File: src/rtl/core/ledfade_pkg.sv
// ----------------------------------------------------------------------------
// ledfade_pkg
// types and constants shared by the led fade ramp controller
// ----------------------------------------------------------------------------
package ledfade_pkg;

  localparam int DUTY_W  = 7;
  localparam int PWM_W   = 10;
  localparam int TIME_W  = 16;
  localparam int LEVEL_W = 8;
  localparam int ACT_W   = 3;

  localparam logic [DUTY_W-1:0] LOWER_LIMIT_RST = 7'd5;

  typedef enum logic [ACT_W-1:0] {
    ACT_TICK = 3'd0,
    ACT_SET  = 3'd1,
    ACT_UP   = 3'd2,
    ACT_DOWN = 3'd3,
    ACT_ON   = 3'd4,
    ACT_OFF  = 3'd5,
    ACT_MOVE = 3'd6
  } action_t;

  typedef enum logic {
    ST_IDLE,
    ST_DIV
  } fsm_t;

  typedef struct packed {
    logic [ACT_W-1:0]          action;
    logic signed [LEVEL_W-1:0] level;
    logic [TIME_W-1:0]         ramp_time_ms;
  } in_item_t;

  typedef struct packed {
    logic [DUTY_W-1:0] duty;
    logic [PWM_W-1:0]  pwm_level;
    logic              moving;
    logic              lit;
    logic              ramp_up;
  } out_item_t;

  typedef struct packed {
    logic busy;
    logic done;
  } div_sts_t;

endpackage

File: src/rtl/core/ledfade_div.sv
// ----------------------------------------------------------------------------
// ledfade_div
// restoring divider, one quotient bit per cycle, for the step period
// ----------------------------------------------------------------------------
module ledfade_div (
  input  logic                          clk,
  input  logic                          rst,
  input  logic                          start,
  input  logic [ledfade_pkg::TIME_W-1:0] dividend,
  input  logic [ledfade_pkg::DUTY_W-1:0] divisor,
  output logic [ledfade_pkg::TIME_W-1:0] quotient,
  output ledfade_pkg::div_sts_t          sts
);
  import ledfade_pkg::*;

  localparam int CNT_W = $clog2(TIME_W);

  logic [TIME_W-1:0] work;
  logic [DUTY_W-1:0] dsr;
  logic [DUTY_W-1:0] rem;
  logic [CNT_W-1:0]  cnt;
  logic              busy;
  logic              done;

  logic [DUTY_W:0]   rem_sh;
  logic [DUTY_W:0]   rem_sub;
  logic              fits;

  always_comb begin
    rem_sh  = {rem, work[TIME_W-1]};
    rem_sub = rem_sh - {1'b0, dsr};
    fits    = rem_sh >= {1'b0, dsr};
  end

  always_ff @(posedge clk) begin
    if (rst) begin
      busy <= 1'b0;
      done <= 1'b0;
      cnt  <= '0;
    end else begin
      done <= 1'b0;
      if (start) begin
        busy <= 1'b1;
        cnt  <= '0;
      end else if (busy) begin
        cnt <= cnt + 1'b1;
        if (cnt == CNT_W'(TIME_W - 1)) begin
          busy <= 1'b0;
          done <= 1'b1;
        end
      end
    end
  end

  always_ff @(posedge clk) begin
    if (start) begin
      work <= dividend;
      dsr  <= divisor;
      rem  <= '0;
    end else if (busy) begin
      work <= {work[TIME_W-2:0], fits};
      rem  <= fits ? rem_sub[DUTY_W-1:0] : rem_sh[DUTY_W-1:0];
    end
  end

  assign quotient  = work;
  assign sts.busy  = busy;
  assign sts.done  = done;

endmodule

File: src/rtl/core/led_dimmer_fade_ramp.sv
// ----------------------------------------------------------------------------
// led_dimmer_fade_ramp
// led duty controller with timed fade ramp toward a goal duty
// ----------------------------------------------------------------------------
// channel  dir  handshake              payload
// in       in   in_valid / in_ready    in_item   (action, level, ramp_time_ms)
// out      out  out_valid / out_ready  out_item  (duty, pwm_level, moving, lit, ramp_up)
// cfg      in   cfg_valid / cfg_ready  cfg_data  (lower_limit)
//
// tick, set, up, down and equal-goal moves: result registered, valid in the cycle after the item
// a move that starts a ramp: result once the 16-step divider is done
// in_ready drops while the divider runs; cfg_ready is always high
// a result held by out_ready low blocks the next item
// reset: lower_limit 5, other control state zero, out_item not reset, no clearing pass
// ----------------------------------------------------------------------------
module led_dimmer_fade_ramp #(
  parameter int FULL_DUTY = 100,
  parameter int PWM_SCALE = 10
) (
  input  logic                            clk,
  input  logic                            rst,
  input  logic                            in_valid,
  output logic                            in_ready,
  input  ledfade_pkg::in_item_t           in_item,
  output logic                            out_valid,
  input  logic                            out_ready,
  output ledfade_pkg::out_item_t          out_item,
  input  logic                            cfg_valid,
  output logic                            cfg_ready,
  input  logic [ledfade_pkg::DUTY_W-1:0]  cfg_data
);
  import ledfade_pkg::*;

  localparam logic [DUTY_W-1:0]  FULL = DUTY_W'(FULL_DUTY);
  localparam logic [LEVEL_W-1:0] FULL_LVL = LEVEL_W'(FULL_DUTY);
  localparam logic [PWM_W-1:0]   SCALE = PWM_W'(PWM_SCALE);

  fsm_t state, state_next;

  logic [DUTY_W-1:0] lower_limit;
  logic [DUTY_W-1:0] current_duty, current_duty_next;
  logic [DUTY_W-1:0] goal_duty, goal_duty_next;
  logic [DUTY_W-1:0] remembered_duty, remembered_duty_next;
  logic              going_up, going_up_next;
  logic [TIME_W-1:0] step_period, step_period_next;
  logic [TIME_W-1:0] tick_count, tick_count_next;
  logic              ramp_active, ramp_active_next;

  logic              accept;
  logic              load_out;
  logic              div_start;
  logic [TIME_W-1:0] quotient;
  div_sts_t          div_sts;

  logic [DUTY_W-1:0] clamped;
  logic [DUTY_W-1:0] mv_goal;
  logic [DUTY_W-1:0] snapped;
  logic              is_move;
  logic              mv_up;
  logic [DUTY_W-1:0] distance;
  logic [TIME_W-1:0] tick_inc;
  logic [DUTY_W-1:0] stepped;
  logic [PWM_W-1:0]  pwm_next;

  assign accept    = in_valid && in_ready;
  assign cfg_ready = 1'b1;

  ledfade_div u_div (
    .clk      (clk),
    .rst      (rst),
    .start    (div_start),
    .dividend (in_item.ramp_time_ms),
    .divisor  (distance),
    .quotient (quotient),
    .sts      (div_sts)
  );

  // move goal selection
  always_comb begin
    if (in_item.level[LEVEL_W-1]) begin
      clamped = '0;
    end else if (in_item.level >= FULL_LVL) begin
      clamped = FULL;
    end else begin
      clamped = in_item.level[DUTY_W-1:0];
    end
    case (in_item.action)
      ACT_ON:  mv_goal = (remembered_duty <= lower_limit) ? FULL : remembered_duty;
      ACT_OFF: mv_goal = '0;
      default: mv_goal = clamped;
    endcase
    snapped  = (mv_goal <= lower_limit) ? '0 : mv_goal;
    is_move  = (in_item.action == ACT_ON) || (in_item.action == ACT_OFF) ||
               (in_item.action == ACT_MOVE);
    mv_up    = snapped > current_duty;
    distance = mv_up ? (snapped - current_duty) : (current_duty - snapped);
  end

  // next state
  always_comb begin
    state_next = state;
    unique case (state)
      ST_IDLE: begin
        if (div_start) state_next = ST_DIV;
      end
      ST_DIV: begin
        if (div_sts.done) state_next = ST_IDLE;
      end
      default: state_next = ST_IDLE;
    endcase
  end

  // outputs
  always_comb begin
    in_ready = 1'b0;
    unique case (state)
      ST_IDLE: in_ready = !out_valid || out_ready;
      ST_DIV:  in_ready = 1'b0;
      default: in_ready = 1'b0;
    endcase
    div_start = accept && is_move && (snapped != current_duty);
    load_out  = (accept && !div_start) || ((state == ST_DIV) && div_sts.done);
  end

  // datapath
  always_comb begin
    current_duty_next    = current_duty;
    goal_duty_next       = goal_duty;
    remembered_duty_next = remembered_duty;
    going_up_next        = going_up;
    step_period_next     = step_period;
    tick_count_next      = tick_count;
    ramp_active_next     = ramp_active;
    tick_inc             = tick_count + 1'b1;
    if (current_duty < goal_duty) begin
      stepped = current_duty + 1'b1;
    end else if (current_duty > goal_duty) begin
      stepped = current_duty - 1'b1;
    end else begin
      stepped = current_duty;
    end

    if (accept) begin
      case (in_item.action)
        ACT_TICK: begin
          if (ramp_active) begin
            if (tick_inc < step_period) begin
              tick_count_next = tick_inc;
            end else begin
              tick_count_next   = '0;
              current_duty_next = stepped;
              if (stepped == goal_duty) ramp_active_next = 1'b0;
            end
          end
        end
        ACT_SET: current_duty_next = clamped;
        ACT_UP: begin
          if (current_duty < FULL) current_duty_next = current_duty + 1'b1;
        end
        ACT_DOWN: begin
          if (current_duty != '0) current_duty_next = current_duty - 1'b1;
        end
        ACT_ON, ACT_OFF, ACT_MOVE: begin
          if (in_item.action == ACT_OFF) remembered_duty_next = current_duty;
          goal_duty_next = snapped;
          if (snapped == current_duty) begin
            ramp_active_next = 1'b0;
          end else begin
            going_up_next    = mv_up;
            tick_count_next  = '0;
            ramp_active_next = 1'b1;
          end
        end
        default: ;
      endcase
    end

    if ((state == ST_DIV) && div_sts.done) begin
      step_period_next = (quotient == '0) ? TIME_W'(1) : quotient;
    end

    pwm_next = PWM_W'(current_duty_next) * SCALE;
  end

  always_ff @(posedge clk) begin
    if (rst) begin
      state           <= ST_IDLE;
      lower_limit     <= LOWER_LIMIT_RST;
      current_duty    <= '0;
      goal_duty       <= '0;
      remembered_duty <= '0;
      going_up        <= 1'b0;
      step_period     <= '0;
      tick_count      <= '0;
      ramp_active     <= 1'b0;
      out_valid       <= 1'b0;
    end else begin
      state           <= state_next;
      current_duty    <= current_duty_next;
      goal_duty       <= goal_duty_next;
      remembered_duty <= remembered_duty_next;
      going_up        <= going_up_next;
      step_period     <= step_period_next;
      tick_count      <= tick_count_next;
      ramp_active     <= ramp_active_next;
      if (cfg_valid && cfg_ready) lower_limit <= cfg_data;
      if (load_out) begin
        out_valid <= 1'b1;
      end else if (out_ready) begin
        out_valid <= 1'b0;
      end
    end
  end

  always_ff @(posedge clk) begin
    if (load_out) begin
      out_item.duty      <= current_duty_next;
      out_item.pwm_level <= pwm_next;
      out_item.moving    <= ramp_active_next;
      out_item.lit       <= current_duty_next > lower_limit;
      out_item.ramp_up   <= going_up_next;
    end
  end

endmodule

File: config.mk
export PLATFORM = sky130hd
export DESIGN_NAME = led_dimmer_fade_ramp
export DESIGN_NICKNAME = d
export VERILOG_FILES = /design/src/rtl/core/ledfade_pkg.sv /design/src/rtl/core/ledfade_div.sv /design/src/rtl/core/led_dimmer_fade_ramp.sv
export SDC_FILE = /design/constraint.sdc
export NUM_CORES = 1
export LEC_CHECK = 0
export ABC_AREA = 0
export BUFFER_PORTS_ARGS = -buffer_cell sky130_fd_sc_hd__buf_2
export CAP_MARGIN = 15
export CORE_UTILIZATION = 40
export CTS_CLUSTER_SIZE = 16
export DETAILED_ROUTE_END_ITERATION = 8
export PLACE_DENSITY = 0.66
export SLEW_MARGIN = 20
export SYNTH_ARGS = -nofsm -noshare
export SYNTH_HDL_FRONTEND = slang
export SYNTH_HIERARCHICAL = 1
export SYNTH_SLANG_ARGS = --single-unit
File: constraint.sdc
create_clock -name clk -period 6.1 [get_ports clk]
set_clock_uncertainty 0.15 [all_clocks]
set_input_delay 0.915 -clock clk [delete_from_list [all_inputs] [get_ports clk]]
set_output_delay 0.915 -clock clk [all_outputs]
set_load 0.005 [all_outputs]
* Word level (Yosys, flattened, before mapping)
Index checks and enable logic that the tools add are counted.
** Word-level totals
- Register bits after elaboration :: 119
- Output and inout port bits :: 23
- Bits of input ports :: 39
- Word-level logic and storage cells :: 117
** Cells by class
- Mux-type cells :: 41
- Equal/unequal tests :: 12
- Add/sub/neg operators :: 7
- Multipliers :: 1
- Reductions and logical operators :: 23
- $lt $le $gt $ge :: 10
- Bitwise gates (word level) :: 2
** Operators by type and width (number)
- $mux 16 :: 6
- $mux 7 :: 13
- $pmux 16 s2 :: 1
- $pmux 7 s4 :: 1
- $gt 7x7->1 :: 3
- $sub 7x7->7 :: 3
- $add 16x1->16 const B :: 1
- $logic_not 16->1 :: 1
- $lt 16x16->1 :: 1
- $mux 1 :: 16
- $eq 7x7->1 :: 2
- $le 7x7->1 :: 2
- $pmux 7 s2 :: 1
- $eq 3x3->1 const B :: 3
- $mul 7x3->9 const B :: 1
- $ge 8x7->1 :: 1
- $ge 8x7->1 const B :: 1
- $add 7x1->7 const B :: 1
- $lt 7x7->1 :: 1
- $lt 7x7->1 const B :: 1
- $ne 7x7->1 :: 1
- $reduce_bool 7->1 :: 1
- $sub 7x1->7 const B :: 1
- $eq 3x2->1 const B :: 2
- 16 further kinds :: 31

* Longest topological paths before layout
- Depth after elaboration :: 12
- Mapped depth :: 27
- Gate-level depth less buffers :: 26

* Modules after synthesis
Netlist, hierarchy kept.
** Modules (own cells, without submodules)
- led_dimmer_fade_ramp :: area each 6060.8 um2, seq. area each 1791.7 um2, times used 1, cells an instance 707
- ledfade_div :: area each 1959.4 um2, seq. area each 950.9 um2, times used 1, cells an instance 171

* Worst setup path after synthesis
OpenSTA, ideal clock, no wires.
- Path kind :: input to register
- Start point :: input in_item[26] in the netlist's numbering
- End point :: register u_div.dsr[6], data pin
- Arrival :: 5.256 ns
- Setup time :: 0.263 ns
- Required time :: 5.687 ns
- Stages on the path :: 21
- Slack :: 0.431 ns
- Path buffers :: 2
- Cell sequence :: clkbuf_1 nand2b_1 clkbuf_1 nor3_1 a22o_1 ha_1 a21o_1 a21o_1 a221oi_1 a41oi_1 nand2_1 inv_1 ha_1 nor2b_2 o2111ai_1 a31oi_4 nand2_4 mux2_4 a311o_1 a311oi_1 xnor2_1
** On the way
- Cells in the longest elaborated chain, start to end :: 6
- Elaborated cells on any way between the ends :: 9
- Classes of those cells :: add/sub (2); order compare (2); eq/ne (2); mux (3)
** Ends and longest elaborated chain
- start, declared :: RTL line led_dimmer_fade_ramp.sv:24 : input ledfade_pkg::in_item_t in_item,
- $eq 3x3->1 :: RTL line led_dimmer_fade_ramp.sv:87 : case (in_item.action)
- $pmux 7 s2 * :: RTL line led_dimmer_fade_ramp.sv:87
- $le 7x7->1 :: RTL line led_dimmer_fade_ramp.sv:92 : snapped = (mv_goal <= lower_limit) ? '0 : mv_goal;
- $mux 7 * :: RTL line led_dimmer_fade_ramp.sv:92
- via snapped[1] :: RTL line led_dimmer_fade_ramp.sv:57 : logic [DUTY_W-1:0] snapped;
- $sub 7x7->7 or $gt 7x7->1 (tied branches) :: RTL line led_dimmer_fade_ramp.sv:96, led_dimmer_fade_ramp.sv:95
- $mux 7 * :: RTL line led_dimmer_fade_ramp.sv:96 : distance = mv_up ? (snapped - current_duty) : (current_duty - snapped);
- via distance[6] :: RTL line led_dimmer_fade_ramp.sv:60 : logic [DUTY_W-1:0] distance;
- end signal, assigned :: RTL line ledfade_div.sv:58 : dsr <= divisor;
- end, declared :: RTL line ledfade_div.sv:19 : logic [DUTY_W-1:0] dsr;
The timed path passes the listed nets; every way through them passes the cells marked *.
A chain may end at the register's enable or synchronous reset.

* Worst setup path after layout
- Start point :: register lower_limit[1]
- End point :: register u_div.dsr[6], data pin
** On the way
- Cells in the longest elaborated chain, start to end :: 7
- Elaborated cells on any way between the ends :: 9
- Classes of those cells :: add/sub (2); order compare (3); mux (4)
** Ends and longest elaborated chain
- start, declared :: RTL line led_dimmer_fade_ramp.sv:40 : logic [DUTY_W-1:0] lower_limit;
- start signal, assigned :: RTL line led_dimmer_fade_ramp.sv:206 : if (cfg_valid && cfg_ready) lower_limit <= cfg_data;
- $le 7x7->1 :: RTL line led_dimmer_fade_ramp.sv:88 : ACT_ON: mv_goal = (remembered_duty <= lower_limit) ? FULL : remembered_duty;
- $mux 7 :: RTL line led_dimmer_fade_ramp.sv:88
- $pmux 7 s2 :: RTL line led_dimmer_fade_ramp.sv:87
- $le 7x7->1 :: RTL line led_dimmer_fade_ramp.sv:92
- $mux 7 * :: RTL line led_dimmer_fade_ramp.sv:92
- via snapped[5] :: RTL line led_dimmer_fade_ramp.sv:57
- $sub 7x7->7 or $gt 7x7->1 (tied branches) :: RTL line led_dimmer_fade_ramp.sv:96, led_dimmer_fade_ramp.sv:95
- $mux 7 * :: RTL line led_dimmer_fade_ramp.sv:96
- via distance[6] :: RTL line led_dimmer_fade_ramp.sv:60
Marks and branches as above.

==> impl_metrics.py <==
metrics = {
    "worst_hold_path": {
        "hold_path.class": "flop to flop",
    },
    "sta": {
        "clock.fmax_mhz": 175,
        "relSlewSlack": 0.344,
        "rsz0062_at_grt": "false",
        "post-route-period-util": 0.938,
        "setup_viol": 0,
        "fin_crit_ns": 5.72,
        "setup_tns_ns": 0,
        "slew_violations": 0,
        "whs_ns": 0.305,
        "worstMarginPinSlew_ns": 0.984,
        "finalHoldViolCount": 0,
    },
    "placed_design": {
        "place_hpwl_microns": 14400,
        "gp_congestion": 0.875,
        "placed_cells": 1171,
        "port_buffers": 59,
    },
    "layout": {
        "fillers": 1883,
        "drive_above_1_share": 0.168,
        "syn_to_final_growth_pct": 14.8,
        "final_cell_count_no_fill": 1203,
        "layout.nets": 1046,
        "fin_util": 0.471,
        "diodes": 0,
    },
    "power": {
        "p_total_w": 0.00276,
        "power_density_nw_per_um2": 300,
        "leakagePower_nw": 3.90,
        "ir_drop_mv": 0.228,
    },
    "cts": {
        "cts_buffers": 17,
        "clock-sinks": 117,
        "tritoncts": "done",
        "clkTransAtPathRegs_ns": 0.06,
        "cts_root_buffer": "clkbuf_16",
        "h-tree-depth": 4,
        "postCtsSetupBuffers": 0,
        "clock_latency_ns": 0.42,
        "clockBufferDepth": 2,
    },
    "synth": {
        "synth_nets": 998,
        "netlist_area_sq_um": 8010,
        "postSynthAreaPerCell_sq_um": 9.14,
        "yosysWarnings": 6,
        "synth_cells": 877,
    },
    "critical_path": {
        "crit_fanout": 8,
        "worstPathRequired_ns": 6.12,
        "cp_slowest_cell": "a311o_1",
        "critPathKind": "flop to flop",
        "worstPathArrival_ns": 5.74,
        "slowest_delay_ns": 0.36,
        "crit_top_cell": "ha_1",
        "crit_path_end_kind": "flop",
        "cp-start-kind": "flop",
    },
    "route": {
        "drtPass1Iterations": 5,
        "detail_route.wl_per_cell_microns": 16.1,
        "vias_per_cell": 5.43,
        "wirelength_microns": 19300,
        "via_count": 6534,
        "post-route-drc-count": 0,
        "first_iter_violations": 582,
        "antenna_left": 0,
    },
    "floorplanning": {
        "start_util": 0.410,
        "design.core.area_sq_um": 19500,
        "pin_count": 62,
        "die_w_microns": 144,
        "fp.dieH_microns": 144,
        "die_area_sq_um": 20600,
        "row_count": 51,
    },
    "grt": {
        "grt_use_total": 0.199,
        "grt_max_degree": 46,
        "grt_pass1_wl_microns": 31700,
        "antenna_found_initial": 0,
        "overflow": 0,
        "first_global_vias": 6099,
    },
    "run": {
        "cap_violations": 0,
    },
    "status": {
        "status": "completed",
    },
}
cell usage in the layout (no fill, tap or decap), types with 9 or more instances in the layout:
master and instances:
a21o_1 18, a21oi_1 55, a22o_1 15, and2_1 9
and3_1 16, buf_2 59, buf_4 13, clkbuf_16 19
dfxtp_1 77, edfxtp_1 40, ha_1 77, inv_1 69
mux2_2 17, mux2i_1 20, nand2_1 50, nand2b_1 10
nand3_1 19, nand3b_1 10, nand4_1 11, nor2_1 63
nor2b_1 16, nor3_1 16, o21ai_0 26, xnor2_1 27
xor2_1 18
layer usage:
metal	part of all wire	vias to the layer above	GRT usage
li1	-	3271	-
met1	0.47	3045	0.268
met2	0.45	190	0.317
met3	0.056	28	0.0373
met4	0.021	0	0.0728
met5	0	-	0
worst max-delay path, delay by kind of cell, from the launching register on:
kind	cells	cell delay [ns]
XOR/XNOR	1	0.09
adder cells (fa/ha/maj)	3	0.98
multiplexers	1	0.31
buffers and inverters	2	0.14
flip-flops	1	0.33
AND/OR/NAND/NOR	7	1.12
AO/OA/AOI/OAI	11	2.38
worst paths after layout:
check / start / endpoint / cells past startpoint / slack [ns]
hold / removal: step_period[3]$_SDFFE_PP0P_ / step_period[3]$_SDFFE_PP0P_ / 2 / 0.30
setup / recovery: lower_limit[1]$_SDFFE_PP0P_ / u_div/dsr[6]$_DFFE_PP_ / 25 / 0.38
hold reg to reg: step_period[3]$_SDFFE_PP0P_ / step_period[3]$_SDFFE_PP0P_ / 2 / 0.30
setup reg to reg: lower_limit[1]$_SDFFE_PP0P_ / u_div/dsr[6]$_DFFE_PP_ / 25 / 0.38
sequential cells by signal (all words and copies together), names as in the netlist, 4 cells and up:
register         flops
out_item            17
step_period         16
tick_count          16
u_div/quotient      16
current_duty         7
goal_duty            7
lower_limit          7
remembered_duty      7
u_div/dsr            7
u_div/rem            7
u_div/cnt            4
report_power, final:
group | switching [W] | leakage (nW) | internal [W] | total [W]
sequential | 0.0000538 | 1.00 | 0.000902 | 0.000955
clock | 0.000371 | 0.294 | 0.000633 | 0.00100
combinational | 0.000457 | 2.60 | 0.000347 | 0.000804
total | 0.000882 | 3.90 | 0.00188 | 0.00276
layout make-up:
type	count	area [sq um]	area share
Timing Repair Buffer	73	413	0.0449
Clock inverter	9	91.3	0.00993
Inverter	69	259	0.0282
Clock buffer	23	510	0.0555
Tap cell	265	332	0.0360
Sequential cell	117	2740	0.298
Multi-Input combinational cell	647	4850	0.527
what timing repair did:
| action | CTS | global route |
|---|---|---|
| hold buffers | 0 | 0 |
| setup endpoints to repair | 0 | 4 |
| resized for setup | 0 | 9 |
through the flow:
| stage | area, sq um | setup slack (ns) |
|---|---|---|
| finish | 9200 | 0.380 |
| global route | 9200 | 0.0257 |
| CTS | 9150 | 0.0790 |
| detailed placement | 8540 | 0.0432 |
| global placement | 8540 | 0.231 |
| floorplan | 8010 | 0.431 |
(Power assumes the default switching activity.)
